File: config.mk
export PLATFORM = sky130hd
export DESIGN_NAME = cdm_wedge
export DESIGN_NICKNAME = d
export VERILOG_FILES = /design/src/cdm_pkg.sv /design/src/cdm_wedge.sv
export SDC_FILE = /design/constraint.sdc
export NUM_CORES = 1
export LEC_CHECK = 0
export BUFFER_PORTS_ARGS = -buffer_cell sky130_fd_sc_hd__buf_2
export CORE_MARGIN = 4
export CORE_UTILIZATION = 43
export CTS_CLUSTER_SIZE = 16
export DETAILED_ROUTE_END_ITERATION = 8
export GPL_TIMING_DRIVEN = 0
export PLACE_DENSITY_LB_ADDON = 0.08
export RECOVER_POWER = 25
export SKIP_CTS_REPAIR_TIMING = 1
export SYNTH_ARGS = -nofsm -noshare
export SYNTH_HDL_FRONTEND = slang
export SYNTH_SLANG_ARGS = --single-unit
File: constraint.sdc
create_clock -name clk_i -period 1.1 [get_ports clk_i]
set_input_delay 0.11 -clock clk_i [delete_from_list [all_inputs] [get_ports clk_i]]
set_output_delay 0.11 -clock clk_i [all_outputs]
set_load 0.005 [all_outputs]
File: src/cdm_pkg.sv
// ----------------------------------------------------------------------------
// cdm_pkg: shared types and constants for the concentric disk map unit
// Angle format: 2^29 units = pi/4, CORDIC datapath in Q.30.
// ----------------------------------------------------------------------------
package cdm_pkg;

  localparam int QuoBits = 30;   // ratio quotient, 2^29 = 1.0
  localparam int AngBits = 34;   // signed angle before quadrant reduction
  localparam int CorBits = 33;   // signed CORDIC x, y, z

  localparam logic [29:0]         KGain     = 30'h26DD3B6A;
  localparam logic [AngBits-1:0]  QuarterPi = 34'h0_2000_0000;

  // Wedge decision that travels with the divider
  typedef struct packed {
    logic [1:0] quad;   // base angle in units of pi/2
    logic       sub;    // subtract the ratio from the base
    logic       neg;    // numerator and denominator differ in sign
    logic       zero;   // center point, angle forced to zero
  } wedge_t;

  function automatic logic [29:0] atan_lut(input int unsigned idx);
    logic [29:0] val;
    case (idx)
      0:       val = 30'h20000000;
      1:       val = 30'h12E4051E;
      2:       val = 30'h09FB385B;
      3:       val = 30'h051111D4;
      4:       val = 30'h028B0D43;
      5:       val = 30'h0145D7E1;
      6:       val = 30'h00A2F61E;
      7:       val = 30'h00517C55;
      8:       val = 30'h0028BE53;
      9:       val = 30'h00145F2F;
      10:      val = 30'h000A2F98;
      11:      val = 30'h000517CC;
      12:      val = 30'h00028BE6;
      13:      val = 30'h000145F3;
      14:      val = 30'h0000A2F9;
      15:      val = 30'h0000517C;
      16:      val = 30'h000028BE;
      17:      val = 30'h0000145F;
      18:      val = 30'h00000A2F;
      19:      val = 30'h00000517;
      20:      val = 30'h0000028B;
      21:      val = 30'h00000145;
      22:      val = 30'h000000A2;
      default: val = 30'h00000051;
    endcase
    return val;
  endfunction

endpackage

File: src/cdm_wedge.sv
// ----------------------------------------------------------------------------
// cdm_wedge: wedge selection
// Maps (u,v) to (a,b) on [-1,1)^2 and picks radius, ratio operands and base.
// ----------------------------------------------------------------------------
module cdm_wedge import cdm_pkg::*; #(
  parameter int SAMPLE_BITS = 16
) (
  input  logic                   clk_i,
  input  logic                   rst_ni,
  input  logic                   en_i,
  input  logic                   valid_i,
  input  logic [SAMPLE_BITS-1:0] u_i,
  input  logic [SAMPLE_BITS-1:0] v_i,
  output logic                   valid_o,
  output logic [SAMPLE_BITS:0]   r_o,
  output logic [SAMPLE_BITS:0]   num_o,
  output logic [SAMPLE_BITS:0]   den_o,
  output wedge_t                 info_o
);

  localparam int S = SAMPLE_BITS;

  logic signed [S+2:0] a, b, na, nb;
  logic [S:0]          abs_a, abs_b;
  logic [S:0]          r_d, num_d, den_d;
  wedge_t              info_d;
  logic                valid_q;
  logic [S:0]          r_q, num_q, den_q;
  wedge_t              info_q;

  always_comb begin
    a     = signed'({2'b00, u_i, 1'b0}) - signed'({3'b001, {S{1'b0}}});
    b     = signed'({2'b00, v_i, 1'b0}) - signed'({3'b001, {S{1'b0}}});
    na    = -a;
    nb    = -b;
    abs_a = a[S+2] ? na[S:0] : a[S:0];
    abs_b = b[S+2] ? nb[S:0] : b[S:0];
    info_d.neg  = a[S+2] ^ b[S+2];
    info_d.zero = 1'b0;
    if (a > nb) begin
      if (a > b) begin
        r_d = a[S:0];  num_d = abs_b; den_d = abs_a;
        info_d.quad = 2'd0; info_d.sub = 1'b0;
      end else begin
        r_d = b[S:0];  num_d = abs_a; den_d = abs_b;
        info_d.quad = 2'd1; info_d.sub = 1'b1;
      end
    end else begin
      if (a < b) begin
        r_d = na[S:0]; num_d = abs_b; den_d = abs_a;
        info_d.quad = 2'd2; info_d.sub = 1'b0;
      end else begin
        r_d = nb[S:0]; num_d = abs_a; den_d = abs_b;
        info_d.quad = 2'd3; info_d.sub = 1'b1;
        info_d.zero = (b == '0);
      end
    end
  end

  always_ff @(posedge clk_i or negedge rst_ni) begin
    if (!rst_ni) begin
      valid_q <= 1'b0;
    end else if (en_i) begin
      valid_q <= valid_i;
    end
  end

  always_ff @(posedge clk_i) begin
    if (en_i) begin
      r_q    <= r_d;
      num_q  <= num_d;
      den_q  <= den_d;
      info_q <= info_d;
    end
  end

  assign valid_o = valid_q;
  assign r_o     = r_q;
  assign num_o   = num_q;
  assign den_o   = den_q;
  assign info_o  = info_q;

endmodule

[Yosys cells after proc, flatten, opt, wreduce, memory -nomap -nowiden]
Cells that the tools add are included.
Storage, ports and cells
  output and inout bits: 57
  input port bits: 36
  bits in registers: 57
  word-level logic and storage cells: 32
Operators by class
  add/sub/neg operators: 4
  multiplexer cells: 14
  magnitude comparators: 3
  bitwise logic cells: 1
  reduce and logical (&&, ||, !) cells: 2
Operators with widths (number)
  17-bit two-way mux: 11
  17-bit by 17-bit subtractor with 18-bit output (second input constant): 2
  18-bit by 19-bit > comparator with 1-bit output: 1
  19-bit zero test: 1
  18-bit negator with 19-bit output: 1
  18-bit > comparator: 1
  18-bit < comparator: 1
  17-bit negator: 1
  2-bit two-way mux: 2
  3-bit two-way mux: 1
  2-bit OR reduction: 1
  1-bit bitwise XOR: 1

[Longest topological paths before layout]
Gate-level depths: netlist (run 1).
  word-level depth: 5
  gate-level depth with buffers: 17
  gate-level depth less buffers: 16

[Worst setup path before layout (run 1)]
Ideal clock, no wire load.
  kind: in2reg
  from: input v_i[2]
  to: register den_q[16] (netlist: den_o[16]), data pin
  arrival: 3.255 ns
  buffers on the path: 2
  data required time: 0.840 ns
  setup slack: -2.414 ns
  stages: 14
  setup time: 0.260 ns
  path through: buf_2 or3_1 nor3_4 and3_1 buf_4 and2_1 ha_1 ha_1 nand4_1 a311o_1 o2bb2ai_1 and2b_1 a21oi_4 mux2_2
Between the ends
  word-level cells in the longest chain between the ends: 5
  elaborated cells between the ends (all ways): 9
  classes of those cells: add/sub (2); order compare (3); mux (4)
RTL lines
  start: declaration: RTL line cdm_wedge.sv:13  | input logic [SAMPLE_BITS-1:0] v_i,
  17-bit by 17-bit subtractor with 18-bit output *: RTL line cdm_wedge.sv:33  | b = signed'({2'b00, v_i, 1'b0}) - signed'({3'b001, {S{1'b0}}});
  branches (longest 3 deep; another with 18-bit negator with 19-bit output)
  17-bit two-way mux *: RTL line cdm_wedge.sv:40  | if (a > nb) begin
  net den_d[16]: RTL line cdm_wedge.sv:25  | logic [S:0] r_d, num_d, den_d;
  end signal: assignment: RTL line cdm_wedge.sv:72  | den_q <= den_d;
  end: declaration: RTL line cdm_wedge.sv:28  | logic [S:0] r_q, num_q, den_q;
Mark *: on every way through the listed nets, which the timed path passes.
A chain may end at the register's enable or synchronous reset.

[Worst setup path in the final report (run 1)]
  from: input v_i[0]
  to: register num_q[16] (netlist: num_o[16]), data pin
Between the ends
  word-level cells in the longest chain between the ends: 5
  elaborated cells between the ends (all ways): 9
  classes of those cells: add/sub (2); order compare (3); mux (4)
RTL lines
  17-bit by 17-bit subtractor with 18-bit output *: RTL line cdm_wedge.sv:33
  branches (longest 3 deep; another with 18-bit negator with 19-bit output)
  17-bit two-way mux *: RTL line cdm_wedge.sv:40
  net num_d[16]: RTL line cdm_wedge.sv:25
  end signal: assignment: RTL line cdm_wedge.sv:71  | num_q <= num_d;
  end: declaration: RTL line cdm_wedge.sv:28
Marked as above.

==> PnR_summary.wiki, run 1 <==
{| class="wikitable"
! Metric !! Value
|-
| Status || finished, violations left
|-
| Violations in the final reports || setup timing
|-
| First drt pass iteration count || 4
|-
| Final number of setup-violating endpoints || 50
|-
| Distinct cell type count of the synthesized netlist || 56
|-
| Critical path cell sequence || buf_6, inv_4, ha_4, nor3b_4, nand3_4, buf_6, xnor2_2, ha_1, nand4_1, nor2_1, a311o_1, o2bb2ai_4, and2b_2, a21oi_4, buf_6, mux2_4
|-
| Kind of critical path || input pin to register
|-
| Beginning of the worst register-to-register path || valid_o$_DFFE_PN0P_
|-
| All-Layer GR Usage || 19.79%
|-
| Vias per cell || 5.251
|-
| Dominant cell type by area after synthesis || sky130_fd_sc_hd__edfxtp_1
|-
| I/O pin total || 93
|-
| Final design utilization || 56.19%
|-
| Critical path launch point || v_i[0]
|-
| Clock-pin slew on the worst setup and hold paths || 0.09 ns
|-
| H-Tree Level Count || 2
|-
| Final RePlAce weighted congestion || 0.8400
|-
| Number of nets in the finished design || 598
|-
| Instance count after placement with tap cells included || 635
|-
| First-pass GRT wire length || 17.84 mm
|-
| Mean instance size in the synthesized netlist || 10.50 sq um
|-
| Portion of the clock cycle consumed by the worst path in the final layout || 305.0%
|-
| Reg-to-reg slack, setup || 0.33 ns
|-
| Post-synth EDFFs || 51
|-
| Cts bufs inserted || 5
|-
| Power per standard cell area || 1175 nW/um^2
|-
| CP max stage cell || sky130_fd_sc_hd__a311o_1
|-
| Final wirelength || 12.23 mm
|-
| Detailed Route Iter0 Violations || 128
|-
| Portion of synthesized cell area occupied by the leading cell type || 35.05%
|-
| Root Driver || sky130_fd_sc_hd__clkbuf_8
|-
| Most prevalent standard cell on the critical path || sky130_fd_sc_hd__buf_6
|-
| Remaining antenna violation count || 0
|-
| Post-Layout Cell Count || 657
|-
| Transition at the pin with the smallest max-transition slack || 0.7274 ns
|-
| Worst setup EP type || register
|-
| Leakage component of the power || 2.422 nW
|-
| Longest Clk Path Bufs || 2
|-
| Die Footprint || 11840 sq um
|-
| Reg2Reg Capture Point || valid_o$_DFFE_PN0P_
|-
| Clock latency on the worst-skew pair || 0.30 ns
|-
| Post-detailed-placement half-perimeter wirelength || 8.734 mm
|-
| Synthesized area || 4369 sq um
|-
| Clock sinks || 52
|-
| Number of remaining DRC errors || 0
|-
| Antenna diode count || 0
|-
| Final Hold Fails || 0
|-
| Max Cap Viol || 0
|-
| Flip-flop and latch count after synthesis || 52
|-
| Area added between synthesis and finish || 26.29%
|-
| Worst-case vdd ir drop || 0.7049 mV
|-
| Critical path fanouts, max || 5
|-
| Yosys warnings || 0
|-
| End of the critical path || num_o[16]$_DFFE_PP_
|-
| Starting density of the core || 44.50%
|-
| Kind of launch point of the worst setup path || input pin
|-
| Worst Path Required || 1.16 ns
|-
| Class of the worst hold path || input pin to register
|-
| Share of async-settable or async-resettable flops after synthesis || 1.923%
|-
| Vias || 3450
|-
| Pin count of the biggest net entering global routing || 53
|-
| Biggest cell delay along the critical path || 0.39 ns
|-
| Unrepaired setup endpoints after global routing || true
|-
| Portion of the post-synthesis area used by sequential elements || 35.62%
|-
| Min Clock Period, post-route || 3.355 ns
|-
| Count of mapped cells out of synthesis || 416
|-
| Commonest register cell after synthesis || sky130_fd_sc_hd__edfxtp_1
|-
| Worst setup skew after layout || 0 ns
|-
| X dimension of the die || 108.8 um
|-
| Final worst setup slack || -2.255 ns
|-
| Antenna violations before repair || 0
|-
| Depth of the most critical reg-to-reg path || 1
|-
| FMAX || 298.1 MHz
|-
| Routed wire length per instance || 18.62 um
|-
| Via count of the first global-routing pass || 3397
|-
| Max Transition Viols Final || 0
|-
| Cell types occupying the most area after synthesis || sky130_fd_sc_hd__edfxtp_1 (35%), sky130_fd_sc_hd__mux2i_1 (13%), sky130_fd_sc_hd__ha_1 (11%), sky130_fd_sc_hd__xnor2_1 (7.8%), sky130_fd_sc_hd__nor2_1 (3.7%)
|-
| CTS tree || built
|-
| Overall overflow remaining after global route || 0
|-
| Share of layout cells above drive strength 1 || 33.02%
|-
| Worst relative slew slack || 51.51%
|-
| Number of port buffers || 84
|-
| Arrival time reported for the critical path endpoint || 3.42 ns
|-
| Height of the chip || 108.8 um
|-
| Number of placement rows || 36
|-
| Core Box Area || 9819 sq um
|}
[power by group]
group | total (mW) | switching [mW] | internal [mW] | leakage, nW
combinational | 2.63 | 1.37 | 1.26 | 1.86
clock | 1.21 | 0.635 | 0.576 | 0.0515
sequential | 2.64 | 0.0652 | 2.58 | 0.510
[cell usage after synthesis (6+ instances only)]
master and n:
sky130_fd_sc_hd__a21oi_1 26, sky130_fd_sc_hd__buf_4 7, sky130_fd_sc_hd__clkbuf_1 11, sky130_fd_sc_hd__edfxtp_1 51, sky130_fd_sc_hd__ha_1 39, sky130_fd_sc_hd__inv_1 28
sky130_fd_sc_hd__mux2_2 10, sky130_fd_sc_hd__mux2i_1 58, sky130_fd_sc_hd__nand2_1 12, sky130_fd_sc_hd__nand4_1 6, sky130_fd_sc_hd__nor2_1 43, sky130_fd_sc_hd__nor3_1 10
sky130_fd_sc_hd__xnor2_1 39, sky130_fd_sc_hd__xor2_1 11
[how the worst min path moves through the flow]
stage / startpoint / endpoint / slack (ns) / cells past startpoint
6_report: valid_i / valid_o$_DFFE_PN0P_ / 0.06 / 2
3_5_place_dp: rst_ni / valid_o$_DFFE_PN0P_ / -0.11 / 1
4_1_cts: rst_ni / valid_o$_DFFE_PN0P_ / -0.45 / 1
5_1_grt: valid_i / valid_o$_DFFE_PN0P_ / 0.04 / 2
3_3_place_gp: rst_ni / valid_o$_DFFE_PN0P_ / -0.12 / 1
2_1_floorplan: rst_ni / valid_o$_DFFE_PN0P_ / -0.19 / 0
[cells in the final DEF, fill, tap and decap left out, types with 3 or more instances in the layout]
cell type	instances
sky130_fd_sc_hd__a211oi_1	3
sky130_fd_sc_hd__a21oi_1	26
sky130_fd_sc_hd__buf_12	4
sky130_fd_sc_hd__buf_2	82
sky130_fd_sc_hd__buf_4	14
sky130_fd_sc_hd__buf_6	7
sky130_fd_sc_hd__clkbuf_1	9
sky130_fd_sc_hd__clkbuf_16	3
sky130_fd_sc_hd__clkbuf_8	7
sky130_fd_sc_hd__conb_1	3
sky130_fd_sc_hd__edfxtp_1	51
sky130_fd_sc_hd__ha_1	34
sky130_fd_sc_hd__ha_4	5
sky130_fd_sc_hd__inv_1	24
sky130_fd_sc_hd__inv_2	3
sky130_fd_sc_hd__mux2_2	8
sky130_fd_sc_hd__mux2i_1	58
sky130_fd_sc_hd__nand2_1	11
sky130_fd_sc_hd__nand4_1	6
sky130_fd_sc_hd__nor2_1	41
sky130_fd_sc_hd__nor3_1	8
sky130_fd_sc_hd__nor4_4	3
sky130_fd_sc_hd__o21ai_0	4
sky130_fd_sc_hd__xnor2_1	38
sky130_fd_sc_hd__xnor2_2	3
sky130_fd_sc_hd__xor2_1	11
[layout make-up]
type,instances,area (sq um)
fill,929,4302
multi-input combinational,312,2768
sequential,52,1556
timing repair buffer,101,639.4
buffer,22,173.9
tap,133,166.4
inverter,29,113.9
clock buffer,8,100.1
[critical path, delay by kind of cell]
kind                       cells  cell delay (ns)
and+or+nand+nor                5             1.11
AOI/OAI and AO/OA              3             0.74
adders and majority gates      2             0.47
buffers and inverters          4             0.52
xor gates and xnor gates       1             0.13
muxes                          1             0.30
[per-stage QoR]
stage                     hold WS [ns]  area [sq um]  setup TNS [ns]  power (mW)  setup slack (ns)
after global routing           0.04419          5518         -112.93       6.895            -2.388
after global placement         -0.1153          5026         -159.10       4.900            -2.983
after floorplan                -0.1856          4439         -108.47       4.119            -2.292
after CTS                      -0.4542          5126         -132.43       6.174            -2.762
final                          0.06001          5518         -105.62       6.485            -2.255
after detailed placement       -0.1132          5026         -166.72       4.936            -3.077
[state kept, by name, indices dropped and copies added, names as in the netlist]
signal	count
den_o	16
num_o	16
r_o	15
info_o	4
valid_o	1
[routing by layer]
metal / global-route usage (%) / vias to the layer above / part of all wire [%]
met5: 0 / - / 0
li1: - / 1704 / -
met4: 4.328 / 0 / 1.0
met1: 27.32 / 1649 / 46
met3: 2.901 / 11 / 4.9
met2: 32.97 / 86 / 48
[cell families after synthesis]
family | count (synthesis) | synth area share (%)
compound gates | 49 | 7.417
other cells | 1 | 0.08583
xor+xnor | 52 | 10.77
buf+inv | 54 | 5.842
mux | 69 | 16.38
simple gates | 100 | 12.71
flops | 52 | 35.62
fa+ha+maj | 39 | 11.17
(Power assumes the default switching activity.)
==> run 2: changes to the inputs <==
--- a/config.mk
+++ b/config.mk
@@ -11,9 +11,11 @@
 export CTS_CLUSTER_SIZE = 16
 export DETAILED_ROUTE_END_ITERATION = 8
 export GPL_TIMING_DRIVEN = 0
-export PLACE_DENSITY_LB_ADDON = 0.08
+export PLACE_DENSITY_LB_ADDON = 0.3
 export RECOVER_POWER = 25
 export SKIP_CTS_REPAIR_TIMING = 1
+export SKIP_LAST_GASP = 1
+export SLEW_MARGIN = 20
 export SYNTH_ARGS = -nofsm -noshare
 export SYNTH_HDL_FRONTEND = slang
 export SYNTH_SLANG_ARGS = --single-unit
==> run 2 against run 1 <==
  * The flow still finishes with violations (setup timing)
  * Non-clock buffer count up 6
  * Core utilization up 1.2 points
  * Clock skew unchanged
  * Sequential power about the same
  * Hold slack worse by 0.035 ns
  * Power up 0.47%
  * Critical path depth up 2
  * Worst setup slack better by 0.012 ns
  * Die area unchanged
  * Register-to-register slack better by 0.03 ns
  * Cell count up 0.91%
  * Largest cell class unchanged
  * First-iteration DRC count down 3.9%
==> PnR_summary.wiki, run 2 (synthesis gave the netlist of run 1 again) <==
{| class="wikitable"
! Metric !! Value
|-
| Root Driver || sky130_fd_sc_hd__clkbuf_8
|-
| Worst relative slew slack || 49.76% (-1.7 points)
|-
| Antenna violations before repair || 0 (unchanged)
|-
| Post-Layout Cell Count || 663 (+0.91%)
|-
| FMAX || 299.2 MHz (+0.36%)
|-
| Worst setup EP type || register
|-
| CP max stage cell || sky130_fd_sc_hd__a311o_1
|-
| Worst setup skew after layout || 0 ns (unchanged)
|-
| Power dissipated by switching net loads || 2.090 mW (+1.1%)
|-
| Via count of the first global-routing pass || 3330 (-2.0%)
|-
| I/O pin total || 93 (unchanged)
|-
| Biggest cell delay along the critical path || 0.36 ns (-0.03 ns)
|-
| Worst-case vdd ir drop || 0.5600 mV (-21%)
|-
| Detailed Route Iter0 Violations || 123 (-3.9%)
|-
| Kind of critical path || input pin to register
|-
| Post-detailed-placement half-perimeter wirelength || 8.275 mm (-5.3%)
|-
| Vias || 3477 (+0.78%)
|-
| Clock-pin slew on the worst setup and hold paths || 0.09 ns (about the same)
|-
| Final total power || 6.515 mW (+0.47%)
|-
| Number of nets in the finished design || 604 (+1.0%)
|-
| CTS tree || built
|-
| Area added between synthesis and finish || 28.89%
|-
| X dimension of the die || 108.8 um (unchanged)
|-
| Class of the worst hold path || input pin to register
|-
| All-Layer GR Usage || 19.02% (-0.76 points)
|-
| Height of the chip || 108.8 um (unchanged)
|-
| Post-Place Cell Area || 5026 sq um (unchanged)
|-
| Final Hold Fails || 0 (unchanged)
|-
| Longest Clk Path Bufs || 2 (unchanged)
|-
| Die Footprint || 11840 sq um (unchanged)
|-
| Transition at the pin with the smallest max-transition slack || 0.7468 ns (+0.01935 ns)
|-
| Final design utilization || 57.35% (+1.2 points)
|-
| Most frequent standard cell in the layout excluding fill and tap cells || sky130_fd_sc_hd__buf_2
|-
| Arrival time reported for the critical path endpoint || 3.50 ns (+0.08 ns)
|-
| Leakage component of the power || 2.466 nW (+1.8%)
|-
| Internal power || 4.425 mW (+0.17%)
|-
| Area of all sequential standard cells || 1556 sq um (unchanged)
|-
| Instance count after placement with tap cells included || 635 (unchanged)
|-
| Final worst setup slack || -2.242 ns (+0.01218 ns)
|-
| Antenna diode count || 0 (unchanged)
|-
| Commonest cells after routing, fill and taps aside || sky130_fd_sc_hd__buf_2 (82), sky130_fd_sc_hd__mux2i_1 (55), sky130_fd_sc_hd__edfxtp_1 (51)
|-
| Final number of setup-violating endpoints || 50 (unchanged)
|-
| Critical path buffer and inverter count || 5 (+1)
|-
| Core Box Area || 9819 sq um (unchanged)
|-
| Area of the multi-input gates || 2830 sq um (+2.3%)
|-
| First-pass GRT wire length || 17.12 mm (-4.0%)
|-
| Relative contribution of the clock network to total power || 17.6% (-1.1 points)
|-
| Cts bufs inserted || 5 (unchanged)
|-
| Max Cap Viol || 0 (unchanged)
|-
| Sum of negative setup slack || -107.60 ns (-1.975 ns)
|-
| Remaining antenna violation count || 0 (unchanged)
|-
| Min Clock Period, post-route || 3.342 ns (-0.01218 ns)
|-
| Number of placement rows || 36 (unchanged)
|-
| Kind of launch point of the worst setup path || input pin
|-
| Final wirelength || 11.89 mm (-2.8%)
|-
| Number of fill cells in the layout || 869 (-6.5%)
|-
| Overall overflow remaining after global route || 0 (unchanged)
|-
| Critical path fanouts, max || 10 (+5)
|-
| Sequential group share of total power || 40.5% (-0.2 points)
|-
| Number of port buffers || 84 (unchanged)
|-
| H-Tree Level Count || 2 (unchanged)
|-
| Number of remaining DRC errors || 0 (unchanged)
|-
| Clock sinks || 52 (unchanged)
|-
| Vias per cell || 5.244 (-0.13%)
|-
| Power per standard cell area || 1157 nW/um^2 (-1.6%)
|-
| First drt pass iteration count || 4 (unchanged)
|-
| Final RePlAce weighted congestion || 0.9186 (+9.4%)
|-
| Pin count of the biggest net entering global routing || 53 (unchanged)
|-
| Starting density of the core || 44.50% (unchanged)
|-
| Share of layout cells above drive strength 1 || 36.42% (+3.4 points)
|-
| Combinational cell fraction of total power || 41.9% (+1.3 points)
|-
| Clock latency on the worst-skew pair || 0.31 ns (about the same)
|-
| Switching power share of the total || 32.08% (+0.20 points)
|-
| Violations in the final reports || setup timing
|-
| Critical path cell sequence || buf_2, inv_2, ha_4, nor3b_4, nand3_4, nor2_4, and3_4, ha_1, inv_2, ha_4, nand4_1, a311o_1, o2bb2ai_4, and2b_2, a21oi_4, buf_12, buf_12, mux2i_1
|-
| Status || finished, violations left
|-
| Final non-filler cell area || 5632 sq um (+2.1%)
|-
| Family with the most delay on the worst path || simple AND/OR/NAND/NOR gates
|-
| Portion of the clock cycle consumed by the worst path in the final layout || 303.9% (-1.1 points)
|-
| Routed wire length per instance || 17.93 um (-3.7%)
|-
| Max Transition Viols Final || 0 (unchanged)
|-
| Unrepaired setup endpoints after global routing || true
|-
| Worst Path Required || 1.26 ns (+0.10 ns)
|}
run 2: final cells by class:
class                      instances  share of cell area [%]
multi-input combinational        312                   50.26
sequential                        52                   27.64
timing repair buffer             106                   11.64
buffer                            23                   3.932
tap                              133                   2.955
inverter                          29                   1.977
clock buffer                       8                   1.600
run 2: power by group through the flow:
stage / Combinational [mW] / Clock (mW) / Sequential [mW]
6_report: 2.73 / 1.14 / 2.64
4_1_cts: 2.25 / 1.19 / 2.64
3_5_place_dp: 2.23 / 0 / 2.68
2_1_floorplan: 1.37 / 0 / 2.74
3_3_place_gp: 2.20 / 0 / 2.68
5_1_grt: 2.95 / 1.25 / 2.67
run 2: routing by layer:
metal	share of wire, %	global-route usage [%]	wire (um)	vias to the layer above
li1	-	-	-	1710
met1	43	24.90	5065	1656
met2	49	31.82	5855	90
met3	5.4	3.316	642	21
met4	2.7	6.402	324	0
met5	0	0	0	-
run 2: final timing paths:
check	startpoint	endpoint	slack, ns	cells past startpoint
worst max register to register	valid_o$_DFFE_PN0P_	valid_o$_DFFE_PN0P_	0.36	1
min in group asynchronous	rst_ni	valid_o$_DFFE_PN0P_	0.09	2
max in group asynchronous	rst_ni	valid_o$_DFFE_PN0P_	0.91	2
worst max-delay path	v_i[1]	den_o[8]$_DFFE_PP_	-2.24	18
worst min-delay path	valid_i	valid_o$_DFFE_PN0P_	0.03	2
worst min register to register	valid_o$_DFFE_PN0P_	valid_o$_DFFE_PN0P_	0.51	1
run 2: per-stage QoR:
step,hold WS (ns),worst slack (ns)
after floorplan,-0.1856,-2.292
after detailed placement,-0.1132,-3.031
final,0.02521,-2.242
after CTS,-0.4589,-2.704
after global placement,-0.1160,-2.938
after global routing,0.02955,-2.359
==> run 3: changes to the inputs <==
--- a/config.mk
+++ b/config.mk
@@ -8,7 +8,7 @@
 export BUFFER_PORTS_ARGS = -buffer_cell sky130_fd_sc_hd__buf_2
 export CORE_MARGIN = 4
 export CORE_UTILIZATION = 43
-export CTS_CLUSTER_SIZE = 16
+export CTS_CLUSTER_SIZE = 20
 export DETAILED_ROUTE_END_ITERATION = 8
 export GPL_TIMING_DRIVEN = 0
 export PLACE_DENSITY_LB_ADDON = 0.3
==> constraint.sdc (replaced) <==
create_clock -name clk_i -period 1.1 [get_ports clk_i]
set_input_delay 0.11 -clock clk_i [delete_from_list [all_inputs] [get_ports clk_i]]
set_output_delay 0.11 -clock clk_i [all_outputs]
set_load 0.02 [all_outputs]
==> run 3 against run 2 <==
  * The flow still finishes with violations (setup timing)
  * Global-route usage is the same
  * Final area grew 0.16%
  * First-iteration DRC count grew 4.9%
  * Sequential share of layout area is essentially flat
  * Core utilization grew 0.089 points
  * Via count is essentially flat
  * Critical endpoint is now den_o[7]$_DFFE_PP_
  * Register-to-register slack is essentially flat
==> PnR_summary.wiki, run 3 (synthesis gave the netlist of run 1 again) <==
{| class="wikitable"
! Metric !! Value
|-
| Status || finished, violations left
|-
| Violations in the final reports || setup timing
|-
| H-Tree Level Count || 2 (unchanged)
|-
| Max Cap Viol || 0 (unchanged)
|-
| Commonest cells after routing, fill and taps aside || sky130_fd_sc_hd__buf_2 (80), sky130_fd_sc_hd__mux2i_1 (55), sky130_fd_sc_hd__edfxtp_1 (51)
|-
| Worst relative slew slack || 50.62% (+0.86 points)
|-
| Longest Clk Path Bufs || 2 (unchanged)
|-
| Worst Path Required || 1.16 ns (-0.10 ns)
|-
| Number of nets in the finished design || 604 (unchanged)
|-
| Starting density of the core || 44.50% (unchanged)
|-
| Clock latency on the worst-skew pair || 0.31 ns (about the same)
|-
| Final wirelength || 11.83 mm (-0.49%)
|-
| Portion of the clock cycle consumed by the worst path in the final layout || 305.0% (+1.2 points)
|-
| Switching power share of the total || 35.50% (+3.4 points)
|-
| Via count of the first global-routing pass || 3330 (unchanged)
|-
| Cts bufs inserted || 5 (unchanged)
|-
| Die Footprint || 11840 sq um (unchanged)
|-
| Internal power || 4.445 mW (+0.45%)
|-
| Arrival time reported for the critical path endpoint || 3.42 ns (-0.08 ns)
|-
| Share of layout cells above drive strength 1 || 36.42% (unchanged)
|-
| Final Hold Fails || 0 (unchanged)
|-
| Power dissipated by switching net loads || 2.446 mW (+17%)
|-
| Class of the worst hold path || input pin to register
|-
| Worst-case vdd ir drop || 0.5616 mV (+0.29%)
|-
| Pin count of the biggest net entering global routing || 53 (unchanged)
|-
| Final design utilization || 57.44% (+0.089 points)
|-
| Pre-CTS setup slack || -3.031 ns (unchanged)
|-
| Post-Place Cell Area || 5026 sq um (unchanged)
|-
| Max Transition Viols Final || 0 (unchanged)
|-
| Final total power || 6.891 mW (+5.8%)
|-
| Number of remaining DRC errors || 0 (unchanged)
|-
| All-Layer GR Usage || 19.02% (unchanged)
|-
| Area added between synthesis and finish || 29.10%
|-
| Transition at the pin with the smallest max-transition slack || 0.7339 ns (-0.01285 ns)
|-
| Antenna diode count || 0 (unchanged)
|-
| Min Clock Period, post-route || 3.355 ns (+0.01266 ns)
|-
| First drt pass iteration count || 4 (unchanged)
|-
| Vias || 3480 (+0.086%)
|-
| Clock-pin slew on the worst setup and hold paths || 0.09 ns (about the same)
|-
| CTS tree || built
|-
| Detailed Route Iter0 Violations || 129 (+4.9%)
|-
| Height of the chip || 108.8 um (unchanged)
|-
| Worst setup EP type || register
|-
| Fin Hold WS || 0.02420 ns (-0.001007 ns)
|-
| Final number of setup-violating endpoints || 50 (unchanged)
|-
| Final non-filler cell area || 5640 sq um (+0.16%)
|-
| Post-detailed-placement half-perimeter wirelength || 8.275 mm (unchanged)
|-
| FMAX || 298.1 MHz (-0.38%)
|-
| Overall overflow remaining after global route || 0 (unchanged)
|-
| X dimension of the die || 108.8 um (unchanged)
|-
| Clock sinks || 52 (unchanged)
|-
| Unrepaired setup endpoints after global routing || true
|-
| Kind of launch point of the worst setup path || input pin
|-
| Sequential group share of total power || 38.3% (-2.2 points)
|-
| Leakage component of the power || 2.469 nW (+0.12%)
|-
| First-pass GRT wire length || 17.12 mm (unchanged)
|-
| Vias per cell || 5.249 (about the same)
|-
| Core Box Area || 9819 sq um (unchanged)
|-
| Routed wire length per instance || 17.84 um (-0.49%)
|-
| Critical path fanouts, max || 10 (unchanged)
|-
| Combinational cell fraction of total power || 45.0% (+3.1 points)
|-
| Power per standard cell area || 1222 nW/um^2 (+5.6%)
|-
| Most frequent standard cell in the layout excluding fill and tap cells || sky130_fd_sc_hd__buf_2
|-
| I/O pin total || 93 (unchanged)
|-
| Worst setup skew after layout || 0 ns (unchanged)
|-
| Remaining antenna violation count || 0 (unchanged)
|-
| Final worst setup slack || -2.255 ns (-0.01266 ns)
|-
| Number of placement rows || 36 (unchanged)
|-
| Antenna violations before repair || 0 (unchanged)
|-
| Number of port buffers || 84 (unchanged)
|-
| Kind of critical path || input pin to register
|-
| Final RePlAce weighted congestion || 0.9186 (unchanged)
|-
| Number of fill cells in the layout || 867 (-0.23%)
|-
| Root Driver || sky130_fd_sc_hd__clkbuf_8
|-
| Relative contribution of the clock network to total power || 16.6% (-1.0 points)
|}
## run 3: cell counts in the layout (fill, tap and decap cells not counted)
No cell type changed its count.
## run 3: metrics by stage
step	instances	setup TNS, ns
floorplan	418	-108.47
CTS	643	-131.69
global placement	635	-156.57
global route	663	-112.94
finish	663	-108.08
detailed placement	635	-164.21
## run 3: worst paths after layout
kind	startpoint	end	slack, ns	cells after the start
worst min register to register	valid_o$_DFFE_PN0P_	valid_o$_DFFE_PN0P_	0.51	1
max in group asynchronous	rst_ni	valid_o$_DFFE_PN0P_	0.91	2
min in group asynchronous	rst_ni	valid_o$_DFFE_PN0P_	0.09	2
worst min-delay path	valid_i	valid_o$_DFFE_PN0P_	0.02	2
worst max register to register	valid_o$_DFFE_PN0P_	valid_o$_DFFE_PN0P_	0.36	1
worst max-delay path	v_i[1]	den_o[7]$_DFFE_PP_	-2.26	18
## run 3: cell type report
| type | instances | area, sq um | share of cell area (%) |
|---|---|---|---|
| inverter | 29 | 111.4 | 1.974 |
| buffer | 23 | 221.5 | 3.926 |
| sequential | 52 | 1556 | 27.60 |
| timing repair buffer | 106 | 664.4 | 11.78 |
| clock buffer | 8 | 90.09 | 1.597 |
| multi-input combinational | 312 | 2830 | 50.18 |
| tap | 133 | 166.4 | 2.950 |
## run 3: worst max-delay path, cell delays in order
cell and delay (ns):
sky130_fd_sc_hd__buf_2 0.15, sky130_fd_sc_hd__inv_2 0.09, sky130_fd_sc_hd__ha_4 0.13, sky130_fd_sc_hd__nor3b_4 0.33
sky130_fd_sc_hd__nand3_4 0.19, sky130_fd_sc_hd__nor2_4 0.21, sky130_fd_sc_hd__nand2_2 0.09, sky130_fd_sc_hd__xnor2_2 0.16
sky130_fd_sc_hd__ha_1 0.30, sky130_fd_sc_hd__nand4_1 0.16, sky130_fd_sc_hd__nor4_2 0.36, sky130_fd_sc_hd__a32oi_2 0.19
sky130_fd_sc_hd__o2bb2ai_4 0.18, sky130_fd_sc_hd__and2b_2 0.26, sky130_fd_sc_hd__a21oi_4 0.04, sky130_fd_sc_hd__buf_12 0.16
sky130_fd_sc_hd__buf_12 0.15, sky130_fd_sc_hd__mux2i_2 0.14
## run 3: per-layer routing
layer  up-vias  track usage (%)  wire length [um]
met5         -                0                 0
met4         0            6.402               326
met3        21            3.316               648
met2        91            31.82              5810
met1      1655            24.90              5044
li1       1713                -                 -
## run 3: power groups by stage
stage	logic (mW)	registers [mW]	clock network (mW)
floorplan	1.40	3.10	0
global placement	2.56	2.68	0
detailed placement	2.59	2.68	0
CTS	2.61	2.64	1.19
global route	3.32	2.67	1.25
finish	3.10	2.64	1.15
